### config.mk
export PLATFORM = sky130hd
export DESIGN_NAME = der_ecdsa_signature_lax_parser_core
export DESIGN_NICKNAME = d
export VERILOG_FILES = /design/src/sv/dersig_pkg.sv /design/src/sv/der_ecdsa_signature_lax_parser_core.sv /design/src/sv/dersig_front.sv /design/src/sv/dersig_queue.sv /design/src/sv/dersig_back.sv
export SDC_FILE = /design/constraint.sdc
export NUM_CORES = 2
export LEC_CHECK = 0
export BUFFER_PORTS_ARGS = -buffer_cell sky130_fd_sc_hd__buf_2
export CORE_ASPECT_RATIO = 2
export CORE_MARGIN = 5
export CORE_UTILIZATION = 28
export DETAILED_ROUTE_END_ITERATION = 16
export GPL_TIMING_DRIVEN = 1
export PLACE_DENSITY = 0.51
export REMOVE_ABC_BUFFERS = 1
export SLEW_MARGIN = 30
export SYNTH_ARGS = -nofsm -noshare
export SYNTH_HDL_FRONTEND = slang
export SYNTH_SLANG_ARGS = --single-unit
### constraint.sdc
create_clock -name clk -period 33.9 [get_ports clk]
set_input_delay 5.085 -clock clk [delete_from_list [all_inputs] [get_ports clk]]
set_output_delay 5.085 -clock clk [all_outputs]
set_load 0.01 [all_outputs]
### src/sv/dersig_pkg.sv
// Shared types and constants for the lax DER signature parser.
package dersig_pkg;

  localparam int unsigned SCALAR_BYTES = 32;
  localparam int unsigned SCALAR_BITS  = SCALAR_BYTES * 8;
  localparam int unsigned QDEPTH       = 2;

  localparam logic [7:0] TAG_SEQUENCE = 8'h30;
  localparam logic [7:0] TAG_INTEGER  = 8'h02;

  localparam logic [3:0][63:0] GROUP_ORDER = {
    64'hFFFF_FFFF_FFFF_FFFF,
    64'hFFFF_FFFF_FFFF_FFFE,
    64'hBAAE_DCE6_AF48_A03B,
    64'hBFD2_5E8C_D036_4141
  };

  typedef enum logic [3:0] {
    PH_SEQ_TAG,
    PH_SEQ_LEN,
    PH_SEQ_SKIP,
    PH_R_TAG,
    PH_R_LEN,
    PH_R_LENX,
    PH_R_DATA,
    PH_S_TAG,
    PH_S_LEN,
    PH_S_LENX,
    PH_S_DATA,
    PH_DONE
  } phase_t;

  typedef struct packed {
    logic [7:0] in_byte;
    logic       last_byte;
  } byte_t;

  typedef struct packed {
    logic        parse_ok;
    logic        overflow;
    logic [63:0] r_word_3;
    logic [63:0] r_word_2;
    logic [63:0] r_word_1;
    logic [63:0] r_word_0;
    logic [63:0] s_word_3;
    logic [63:0] s_word_2;
    logic [63:0] s_word_1;
    logic [63:0] s_word_0;
  } result_t;

  typedef struct packed {
    logic                   ok;
    logic                   too_long;
    logic [SCALAR_BITS-1:0] r;
    logic [SCALAR_BITS-1:0] s;
  } entry_t;

endpackage

### src/sv/der_ecdsa_signature_lax_parser_core.sv
// Top level of the lax DER signature parser.
// Throughput: one signature byte per cycle while the queue is not full;
// a result may follow every cycle while result_ready is held high.
// The two-entry queue between parser and range check sets when bytes stall.
// Reset: synchronous rst returns the parser to the sequence tag and empties
// the queue and the output stages.
module der_ecdsa_signature_lax_parser_core #(
  parameter int unsigned LENGTH_BITS = 56
) (
  input  logic                clk,
  input  logic                rst,
  input  logic                byte_valid,
  output logic                byte_ready,
  input  dersig_pkg::byte_t   byte_data,
  output logic                result_valid,
  input  logic                result_ready,
  output dersig_pkg::result_t result_data
);

  logic               q_full, push, head_valid, head_ready;
  dersig_pkg::entry_t push_entry, head;

  dersig_front #(
    .LENGTH_BITS(LENGTH_BITS)
  ) u_front (
    .clk       (clk),
    .rst       (rst),
    .byte_valid(byte_valid),
    .byte_ready(byte_ready),
    .byte_data (byte_data),
    .q_full    (q_full),
    .push      (push),
    .push_entry(push_entry)
  );

  dersig_queue u_queue (
    .clk       (clk),
    .rst       (rst),
    .push      (push),
    .push_entry(push_entry),
    .full      (q_full),
    .head_valid(head_valid),
    .head_ready(head_ready),
    .head      (head)
  );

  dersig_back u_back (
    .clk         (clk),
    .rst         (rst),
    .head_valid  (head_valid),
    .head_ready  (head_ready),
    .head        (head),
    .result_valid(result_valid),
    .result_ready(result_ready),
    .result_data (result_data)
  );

endmodule

### src/sv/dersig_front.sv
// Byte-wise parse state machine; emits one entry per signature.
module dersig_front #(
  parameter int unsigned LENGTH_BITS = 56
) (
  input  logic                    clk,
  input  logic                    rst,
  input  logic                    byte_valid,
  output logic                    byte_ready,
  input  dersig_pkg::byte_t       byte_data,
  input  logic                    q_full,
  output logic                    push,
  output dersig_pkg::entry_t      push_entry
);

  localparam int unsigned LEN_LIMIT = LENGTH_BITS / 8;
  localparam int unsigned SB = dersig_pkg::SCALAR_BITS;

  dersig_pkg::phase_t     phase, phase_next;
  logic [6:0]             lbl, lbl_next;
  logic [LENGTH_BITS-1:0] clen, clen_next;
  logic                   sig, sig_next;
  logic [5:0]             cnt, cnt_next;
  logic [SB-1:0]          r, r_next, s, s_next;
  logic                   tl, tl_next;
  logic                   fail, fail_next;

  logic                   take;
  logic                   is_s;
  logic [7:0]             b;
  dersig_pkg::phase_t     ph_tag_after, ph_data, ph_lenx;

  assign byte_ready = !q_full;
  assign take       = byte_valid && byte_ready;
  assign push       = take && byte_data.last_byte;
  assign b          = byte_data.in_byte;

  always_ff @(posedge clk) begin
    if (rst) begin
      phase <= dersig_pkg::PH_SEQ_TAG;
      lbl   <= '0;
      clen  <= '0;
      sig   <= 1'b0;
      cnt   <= '0;
      r     <= '0;
      s     <= '0;
      tl    <= 1'b0;
      fail  <= 1'b0;
    end else if (take) begin
      if (byte_data.last_byte) begin
        phase <= dersig_pkg::PH_SEQ_TAG;
        lbl   <= '0;
        clen  <= '0;
        sig   <= 1'b0;
        cnt   <= '0;
        r     <= '0;
        s     <= '0;
        tl    <= 1'b0;
        fail  <= 1'b0;
      end else begin
        phase <= phase_next;
        lbl   <= lbl_next;
        clen  <= clen_next;
        sig   <= sig_next;
        cnt   <= cnt_next;
        r     <= r_next;
        s     <= s_next;
        tl    <= tl_next;
        fail  <= fail_next;
      end
    end
  end

  always_comb begin
    is_s = (phase == dersig_pkg::PH_S_LEN) || (phase == dersig_pkg::PH_S_LENX) ||
           (phase == dersig_pkg::PH_S_DATA);
    ph_tag_after = is_s ? dersig_pkg::PH_DONE : dersig_pkg::PH_S_TAG;
    ph_data      = is_s ? dersig_pkg::PH_S_DATA : dersig_pkg::PH_R_DATA;
    ph_lenx      = is_s ? dersig_pkg::PH_S_LENX : dersig_pkg::PH_R_LENX;

    phase_next = phase;
    lbl_next   = lbl;
    clen_next  = clen;
    sig_next   = sig;
    cnt_next   = cnt;
    r_next     = r;
    s_next     = s;
    tl_next    = tl;
    fail_next  = fail;

    if (!fail) begin
      case (phase)
        dersig_pkg::PH_SEQ_TAG: begin
          if (b != dersig_pkg::TAG_SEQUENCE) fail_next = 1'b1;
          else phase_next = dersig_pkg::PH_SEQ_LEN;
        end
        dersig_pkg::PH_SEQ_LEN: begin
          if (b[7] && (b[6:0] != 7'd0)) begin
            lbl_next   = b[6:0];
            phase_next = dersig_pkg::PH_SEQ_SKIP;
          end else begin
            phase_next = dersig_pkg::PH_R_TAG;
          end
        end
        dersig_pkg::PH_SEQ_SKIP: begin
          lbl_next = lbl - 7'd1;
          if (lbl_next == 7'd0) phase_next = dersig_pkg::PH_R_TAG;
        end
        dersig_pkg::PH_R_TAG: begin
          if (b != dersig_pkg::TAG_INTEGER) fail_next = 1'b1;
          else phase_next = dersig_pkg::PH_R_LEN;
        end
        dersig_pkg::PH_S_TAG: begin
          if (b != dersig_pkg::TAG_INTEGER) fail_next = 1'b1;
          else phase_next = dersig_pkg::PH_S_LEN;
        end
        dersig_pkg::PH_R_LEN, dersig_pkg::PH_S_LEN: begin
          clen_next = '0;
          sig_next  = 1'b0;
          cnt_next  = '0;
          if (b[7] && (b[6:0] != 7'd0)) begin
            lbl_next   = b[6:0];
            phase_next = ph_lenx;
          end else begin
            if (!b[7]) clen_next = LENGTH_BITS'(b);
            phase_next = (clen_next == '0) ? ph_tag_after : ph_data;
          end
        end
        dersig_pkg::PH_R_LENX, dersig_pkg::PH_S_LENX: begin
          if ((b != 8'd0) || sig) begin
            sig_next = 1'b1;
            cnt_next = cnt + 6'd1;
            if (cnt_next >= 6'(LEN_LIMIT)) fail_next = 1'b1;
            else clen_next = {clen[LENGTH_BITS-9:0], b};
          end
          if (!fail_next) begin
            lbl_next = lbl - 7'd1;
            if (lbl_next == 7'd0) begin
              sig_next   = 1'b0;
              cnt_next   = '0;
              phase_next = (clen_next == '0) ? ph_tag_after : ph_data;
            end
          end
        end
        dersig_pkg::PH_R_DATA, dersig_pkg::PH_S_DATA: begin
          if ((b != 8'd0) || sig) begin
            sig_next = 1'b1;
            if (cnt[5]) begin
              tl_next = 1'b1;
            end else begin
              cnt_next = cnt + 6'd1;
              if (is_s) s_next = {s[SB-9:0], b};
              else r_next = {r[SB-9:0], b};
            end
          end
          clen_next = clen - LENGTH_BITS'(1);
          if (clen_next == '0) phase_next = ph_tag_after;
        end
        default: begin
        end
      endcase
    end

    push_entry.ok       = !fail_next && (phase_next == dersig_pkg::PH_DONE);
    push_entry.too_long = tl_next;
    push_entry.r        = r_next;
    push_entry.s        = s_next;
  end

endmodule

### src/sv/dersig_queue.sv
// Short register queue between the parser and the range check.
module dersig_queue (
  input  logic               clk,
  input  logic               rst,
  input  logic               push,
  input  dersig_pkg::entry_t push_entry,
  output logic               full,
  output logic               head_valid,
  input  logic               head_ready,
  output dersig_pkg::entry_t head
);

  localparam int unsigned PW = (dersig_pkg::QDEPTH > 1) ? $clog2(dersig_pkg::QDEPTH) : 1;
  localparam int unsigned CW = $clog2(dersig_pkg::QDEPTH + 1);

  dersig_pkg::entry_t slots [dersig_pkg::QDEPTH];
  logic [PW-1:0] wr_ptr, rd_ptr;
  logic [CW-1:0] count;
  logic          pop;

  assign full       = (count == CW'(dersig_pkg::QDEPTH));
  assign head_valid = (count != '0);
  assign pop        = head_valid && head_ready;
  assign head       = slots[rd_ptr];

  always_ff @(posedge clk) begin
    if (push) slots[wr_ptr] <= push_entry;
  end

  always_ff @(posedge clk) begin
    if (rst) begin
      wr_ptr <= '0;
      rd_ptr <= '0;
      count  <= '0;
    end else begin
      if (push) wr_ptr <= (wr_ptr == PW'(dersig_pkg::QDEPTH - 1)) ? '0 : wr_ptr + PW'(1);
      if (pop) rd_ptr <= (rd_ptr == PW'(dersig_pkg::QDEPTH - 1)) ? '0 : rd_ptr + PW'(1);
      if (push && !pop) count <= count + CW'(1);
      else if (pop && !push) count <= count - CW'(1);
    end
  end

endmodule

### src/sv/dersig_back.sv
// Group order check and result formatting, two register stages.
module dersig_back (
  input  logic                clk,
  input  logic                rst,
  input  logic                head_valid,
  output logic                head_ready,
  input  dersig_pkg::entry_t  head,
  output logic                result_valid,
  input  logic                result_ready,
  output dersig_pkg::result_t result_data
);

  localparam int unsigned SB = dersig_pkg::SCALAR_BITS;

  logic               s1_valid;
  dersig_pkg::entry_t s1_entry;
  logic [3:0]         s1_rlt, s1_req, s1_slt, s1_seq;
  logic [3:0]         rlt, req, slt, seq;
  logic               load1, load2;
  logic               r_below, s_below, ovf;
  dersig_pkg::result_t res;

  assign load2      = !result_valid || result_ready;
  assign head_ready = !s1_valid || load2;
  assign load1      = head_ready;

  always_comb begin
    for (int i = 0; i < 4; i++) begin
      rlt[i] = head.r[i*64 +: 64] < dersig_pkg::GROUP_ORDER[i];
      req[i] = head.r[i*64 +: 64] == dersig_pkg::GROUP_ORDER[i];
      slt[i] = head.s[i*64 +: 64] < dersig_pkg::GROUP_ORDER[i];
      seq[i] = head.s[i*64 +: 64] == dersig_pkg::GROUP_ORDER[i];
    end
  end

  always_comb begin
    r_below = s1_rlt[3] || (s1_req[3] && (s1_rlt[2] || (s1_req[2] &&
              (s1_rlt[1] || (s1_req[1] && s1_rlt[0])))));
    s_below = s1_slt[3] || (s1_seq[3] && (s1_slt[2] || (s1_seq[2] &&
              (s1_slt[1] || (s1_seq[1] && s1_slt[0])))));
    ovf = s1_entry.ok && (s1_entry.too_long || !r_below || !s_below);
    res = '0;
    res.parse_ok = s1_entry.ok;
    res.overflow = ovf;
    if (s1_entry.ok && !ovf) begin
      res.r_word_3 = s1_entry.r[SB-1 -: 64];
      res.r_word_2 = s1_entry.r[SB-65 -: 64];
      res.r_word_1 = s1_entry.r[SB-129 -: 64];
      res.r_word_0 = s1_entry.r[63:0];
      res.s_word_3 = s1_entry.s[SB-1 -: 64];
      res.s_word_2 = s1_entry.s[SB-65 -: 64];
      res.s_word_1 = s1_entry.s[SB-129 -: 64];
      res.s_word_0 = s1_entry.s[63:0];
    end
  end

  always_ff @(posedge clk) begin
    if (rst) begin
      s1_valid     <= 1'b0;
      result_valid <= 1'b0;
    end else begin
      if (load1) s1_valid <= head_valid;
      if (load2) result_valid <= s1_valid;
    end
  end

  always_ff @(posedge clk) begin
    if (load1 && head_valid) begin
      s1_entry <= head;
      s1_rlt   <= rlt;
      s1_req   <= req;
      s1_slt   <= slt;
      s1_seq   <= seq;
    end
    if (load2 && s1_valid) result_data <= res;
  end

endmodule

### After elaboration in Yosys (flattened, before gate mapping)

Memories as Yosys holds them, arrays and structs flattened. A register that Yosys moved wholly into a read port is not among the register bits.
Cells that the tools add are included.

| cells by class | value |
|---|---|
| add/subtract/negate cells | 7 |
| order comparisons | 9 |
| eq/ne operators | 27 |
| muxes and demuxes | 82 |
| reductions and logical operators | 58 |

Operators by type and width:

| kind | count |
|---|---|
| $mux 256 | 12 |
| $mux 56 | 10 |
| $eq 64x64->1 const B | 8 |
| $lt 64x64->1 const B | 8 |
| $logic_not 56->1 | 3 |
| $pmux 56 s3 | 1 |
| $mux 4 | 15 |
| $sub 56x1->56 const B | 1 |
| $mux 6 | 7 |
| $mux 7 | 5 |
| $pmux 4 s8 | 1 |
| $mux 1 | 25 |
| $pmux 7 s3 | 1 |
| $pmux 6 s3 | 1 |
| $eq 4x3->1 const B | 4 |
| $eq 4x4->1 const B | 4 |
| $logic_and 1x1->1 | 16 |
| $logic_or 1x1->1 | 13 |
| $reduce_and 5->1 | 2 |
| $logic_not 1->1 | 9 |
| $eq 4x2->1 const B | 2 |
| $ne 8x2->1 const B | 1 |
| $ne 8x6->1 const B | 1 |
| $reduce_bool 4->1 | 2 |
| 23 further kinds | 31 |

| storage, ports and cells | value |
|---|---|
| bits in registers | 1,638 |
| RAM bits | 1,028 |
| input bits | 13 |
| output and inout bits | 516 |
| logic and storage cells | 217 |
| memories kept | 1 |

Memory list:

| name | words | width | rd ports | clocked after Yosys merged registers in | wr ports | line | source |
|---|---|---|---|---|---|---|---|
| u_queue.slots | 2 | 514 | 1 | 1 | 1 | dersig_queue.sv:16 | `dersig_pkg::entry_t slots [dersig_pkg::QDEPTH];` |

### Logic depth before layout (Yosys ltp)

| depth | value |
|---|---|
| depth in word-level cells | 14 |
| mapped depth | 13 |
| depth with buffers taken out | 11 |

### Hierarchy

A second synthesis with hierarchy kept.

| unflattened totals | value |
|---|---|
| cell total of the unflattened synthesis | 6,809 |
| area total of the unflattened synthesis | 105,227.2 sq um |

By module, submodules not included:

| module | instances | cells an instance | area each (sq um) | sequential area each (sq um) |
|---|---|---|---|---|
| dersig_queue | 1 | 1,621 | 39,278.9 | 30,969.7 |
| dersig_back | 1 | 1,959 | 36,730.2 | 31,330.0 |
| dersig_front | 1 | 3,229 | 29,218.0 | 11,771.3 |

### Worst setup path before layout

No wires, ideal clock.

| timing | value |
|---|---|
| path kind | input-to-reg |
| start | input port result_ready |
| end | register u_back.result_data[0] (netlist name) |
| setup time | 1.465 ns |
| arrival | 27.771 ns |
| data required time | 32.435 ns |
| slack | 4.664 ns |
| stages | 2 |
| path buffers | 0 |
| cells stage by stage | nor2b_1 -> nor2b_1 |

| between the ends | value |
|---|---|
| word-level cells in the longest chain between the ends | 2 |

Ends and longest elaborated chain:

| element | line | source |
|---|---|---|
| from (decl) | der_ecdsa_signature_lax_parser_core.sv:16 | `input logic result_ready,` |
| $logic_or 1x1->1 | dersig_back.sv:23 | `assign load2 = !result_valid \|\| result_ready;` |
| $logic_and 1x1->1 | dersig_back.sv:75 | `if (load2 && s1_valid) result_data <= res;` |

No other way between the ends.
A chain may end at the register's enable or synchronous reset.

==> results.cfg <==
[logic_synthesis]
syn_area_um2 = 103000
synth_mux_area_frac = 0.113
synth_top_family_by_area = multiplexers
synth_ff_type = edfxtp_1
synth_compound_area_frac = 0.0601
synth_cell_types = 90
synth.top_cell.area_share = 0.604
yosys.area_share.simple = 0.0833
synth_seq_cells = 2665
yosysWarningCount = 0
syn_inst = 6842
synthTopCellsByArea = edfxtp_1 (60%), dfxtp_1 (12%), mux2_2 (11%)
postSynth.asyncResetShare = 0
synth_edf_count = 2070
yosysTopAreaCell = edfxtp_1
synth_fa_ha_area_frac = 0.00107
synthXorXnorAreaFrac = 0.00272
post_synth.cell_area_avg_um2 = 15.0
yosysSeqAreaShare = 0.719

[critical_path]
cp.arrival_ns = 9.89
crit_family = buffers and inverters
slowest_delay_ns = 0.82
path_common_cell = buf_4
critical_path.max_fanout = 129
crit_path_end = u_front.s[214]
end_kind = flop
required_ns = 34.61
critPathSlowestCell = buf_4
crit_path_cell_trace = buf_2, or4_1, nor4_1, buf_4, nor2_1, nand2_1, nor2_4, buf_4, buf_12, buf_4, mux2_2, a22oi_1, nor2_1
path_class = input pin to flop
rr_endpoint = u_back.s1_slt[2]
reg2reg_depth = 8
r2r_setup_slack_ns = 28.06
worstSetupStartpoint = byte_data[1]
cp-start-kind = input pin
crit_buf_inv = 5
crit_cells = 13

[global_routing]
antenna_found_initial = 29
gr-usage-all-layers = 0.134
first_global_vias = 57700
grt_first_pass_wirelength_um = 395000
overflow = 0
grt_max_degree = 168

[cells_and_area]
fillers = 35800
layout_commonest_cell = edfxtp_1
syn2layout_area_growth_pct = 15.7
nets = 7244
seqCellArea_um2 = 74100
utilization = 0.325
multi_input_area_um2 = 26800
final_cell_mix = edfxtp_1 (2070), mux2_2 (1006), nor2_1 (709)
layout-drive-gt1-share = 0.277

[routing]
first_iter_violations = 4532
drt_wl_total_um = 267000
via_count = 58800
postRouteAntennaNets = 0
drc_errors = 0
dr.pass1.iters = 6
wl_per_cell_um = 21.6
routed_via_density = 4.76

[power]
peakVddDrop_mv = 0.0800
leakage_uw = 0.0422
powerDensity_nw_per_um2 = 73.0

[sta]
tightestPinTransition_ns = 1.02
clock_skew_ns = 0.138
rsz0062_at_grt = false
setup_viol = 0
fmax_ghz = 0.109
tns_ns = 0
finalWorstPathRequiredPeriod_ns = 9.19
slew_violations = 0
finalHoldViolations = 0
relSlewSlack = 0.321
fin_crit_sh = 0.271

[hold_path]
hold_class = flop to flop
holdPathStages = 1

[floorplanning]
die_h_um = 868
die_w_um = 439
core_um2 = 367000
die_area_um2 = 381000
row_count = 315
start_util = 0.281
ioPinCount = 529

[clocking]
clk_pin_slew_ns = 0.07
root_buffer = clkbuf_16
cts_tree = built
cts_buffers = 248
holdBufCountCts = 0
clk_path_buf_depth = 4
ctsResizeCount = 0
insertion_delay_ns = 0.94
numClockSinks = 2665
htreeDepth = 4
postCtsSetupBuffers = 0

[placed_design]
post-dp-hpwl_um = 164000
io_buffers = 528
gp_congestion = 0.772

[job]
cap_violations = 0

[run_status]
status = finished clean
power breakdown:
part	switching [uW]	internal, uW
Combinational	997	422
Clock	1230	1610
Sequential	198	4240
how the worst min path moves through the flow:
stage | start | slack, ns | end
after detailed placement | u_back.s1_valid | 0.48 | u_back.result_valid
after global routing | u_back.s1_entry[35] | 0.53 | u_back.result_data[35]
final | u_back.s1_entry[35] | 0.50 | u_back.result_data[35]
after global placement | u_front.lbl[6] | 0.47 | u_front.lbl[6]
after floorplan | u_front.lbl[6] | 0.45 | u_front.lbl[6]
after CTS | u_back.s1_entry[35] | 0.50 | u_back.result_data[35]
cell type report:
cell class | count | area share
Inverter | 39 | 0.00129
Clock buffer | 322 | 0.0572
Clock inverter | 139 | 0.0120
Sequential cell | 2665 | 0.622
Multi-Input combinational cell | 3645 | 0.225
Antenna cell | 8 | 0.000168
Timing Repair Buffer | 624 | 0.0306
Tap cell | 4913 | 0.0516
cells by family (layout without fill, tap and decap cells):
kind of cell	Yosys count	in the layout
DFF	2665	2665
and+or+nand+nor	1681	1681
muxes	1035	1035
AOI/OAI and AO/OA	888	888
buffers and inverters	532	1124
xor gates and xnor gates	32	32
adders and majority gates	9	9
other	0	8
flip-flops by register name (all words and copies together) (netlist names), 2 cells and up, named ones only:
| name | count |
|---|---|
| u_queue.slots | 1028 |
| u_back.s1_seq | 3 |
| u_queue.count | 2 |
| u_front.s | 256 |
| u_front.lbl | 7 |
| u_front.cnt | 6 |
| u_back.s1_slt | 4 |
| u_back.s1_req | 3 |
| u_front.r | 256 |
| u_front.clen | 56 |
| u_back.result_data | 514 |
| u_back.s1_entry | 513 |
| u_back.s1_rlt | 4 |
| u_front.phase | 4 |
through the flow:
| stage | std cells | worst slack [ns] | total power, uW | hold WS (ns) | area [um^2] |
|---|---|---|---|---|---|
| 5_1_grt | 12300 | 24.46 | 9080 | 0.525 | 119000 |
| 3_5_place_dp | 11900 | 23.78 | 5940 | 0.484 | 111000 |
| 3_3_place_gp | 11900 | 23.75 | 5960 | 0.474 | 111000 |
| 6_report | 12400 | 24.71 | 8700 | 0.500 | 119000 |
| 4_1_cts | 12300 | 24.71 | 8830 | 0.497 | 119000 |
| 2_1_floorplan | 6349 | -23.31 | 5760 | 0.446 | 101000 |
cells in the mapped netlist (all sizes together), types with 8 or more instances:
library cell	instances
a211oi	17
a21oi	139
a221oi	18
a22oi	528
a31oi	11
and3	523
buf	99
clkbuf	394
dfxtp	595
edfxtp	2070
ha	8
inv	39
mux2	1006
mux2i	29
nand2	102
nand2b	10
nand3	30
nand3b	8
nand4	93
nor2	713
nor2b	9
nor3	56
nor4	43
o21ai	94
o22ai	9
o31ai	8
or3	25
or4	23
xnor2	17
xor2	15
routing by layer:
layer | up-vias | wire, um | global-route usage
met3 | 316 | 15500 | 0.0229
met4 | 16 | 4220 | 0.0245
li1 | 26900 | - | -
met5 | - | 106 | 0
met1 | 29900 | 132000 | 0.207
met2 | 1624 | 115000 | 0.199
Power figures use the tool's default switching activity.
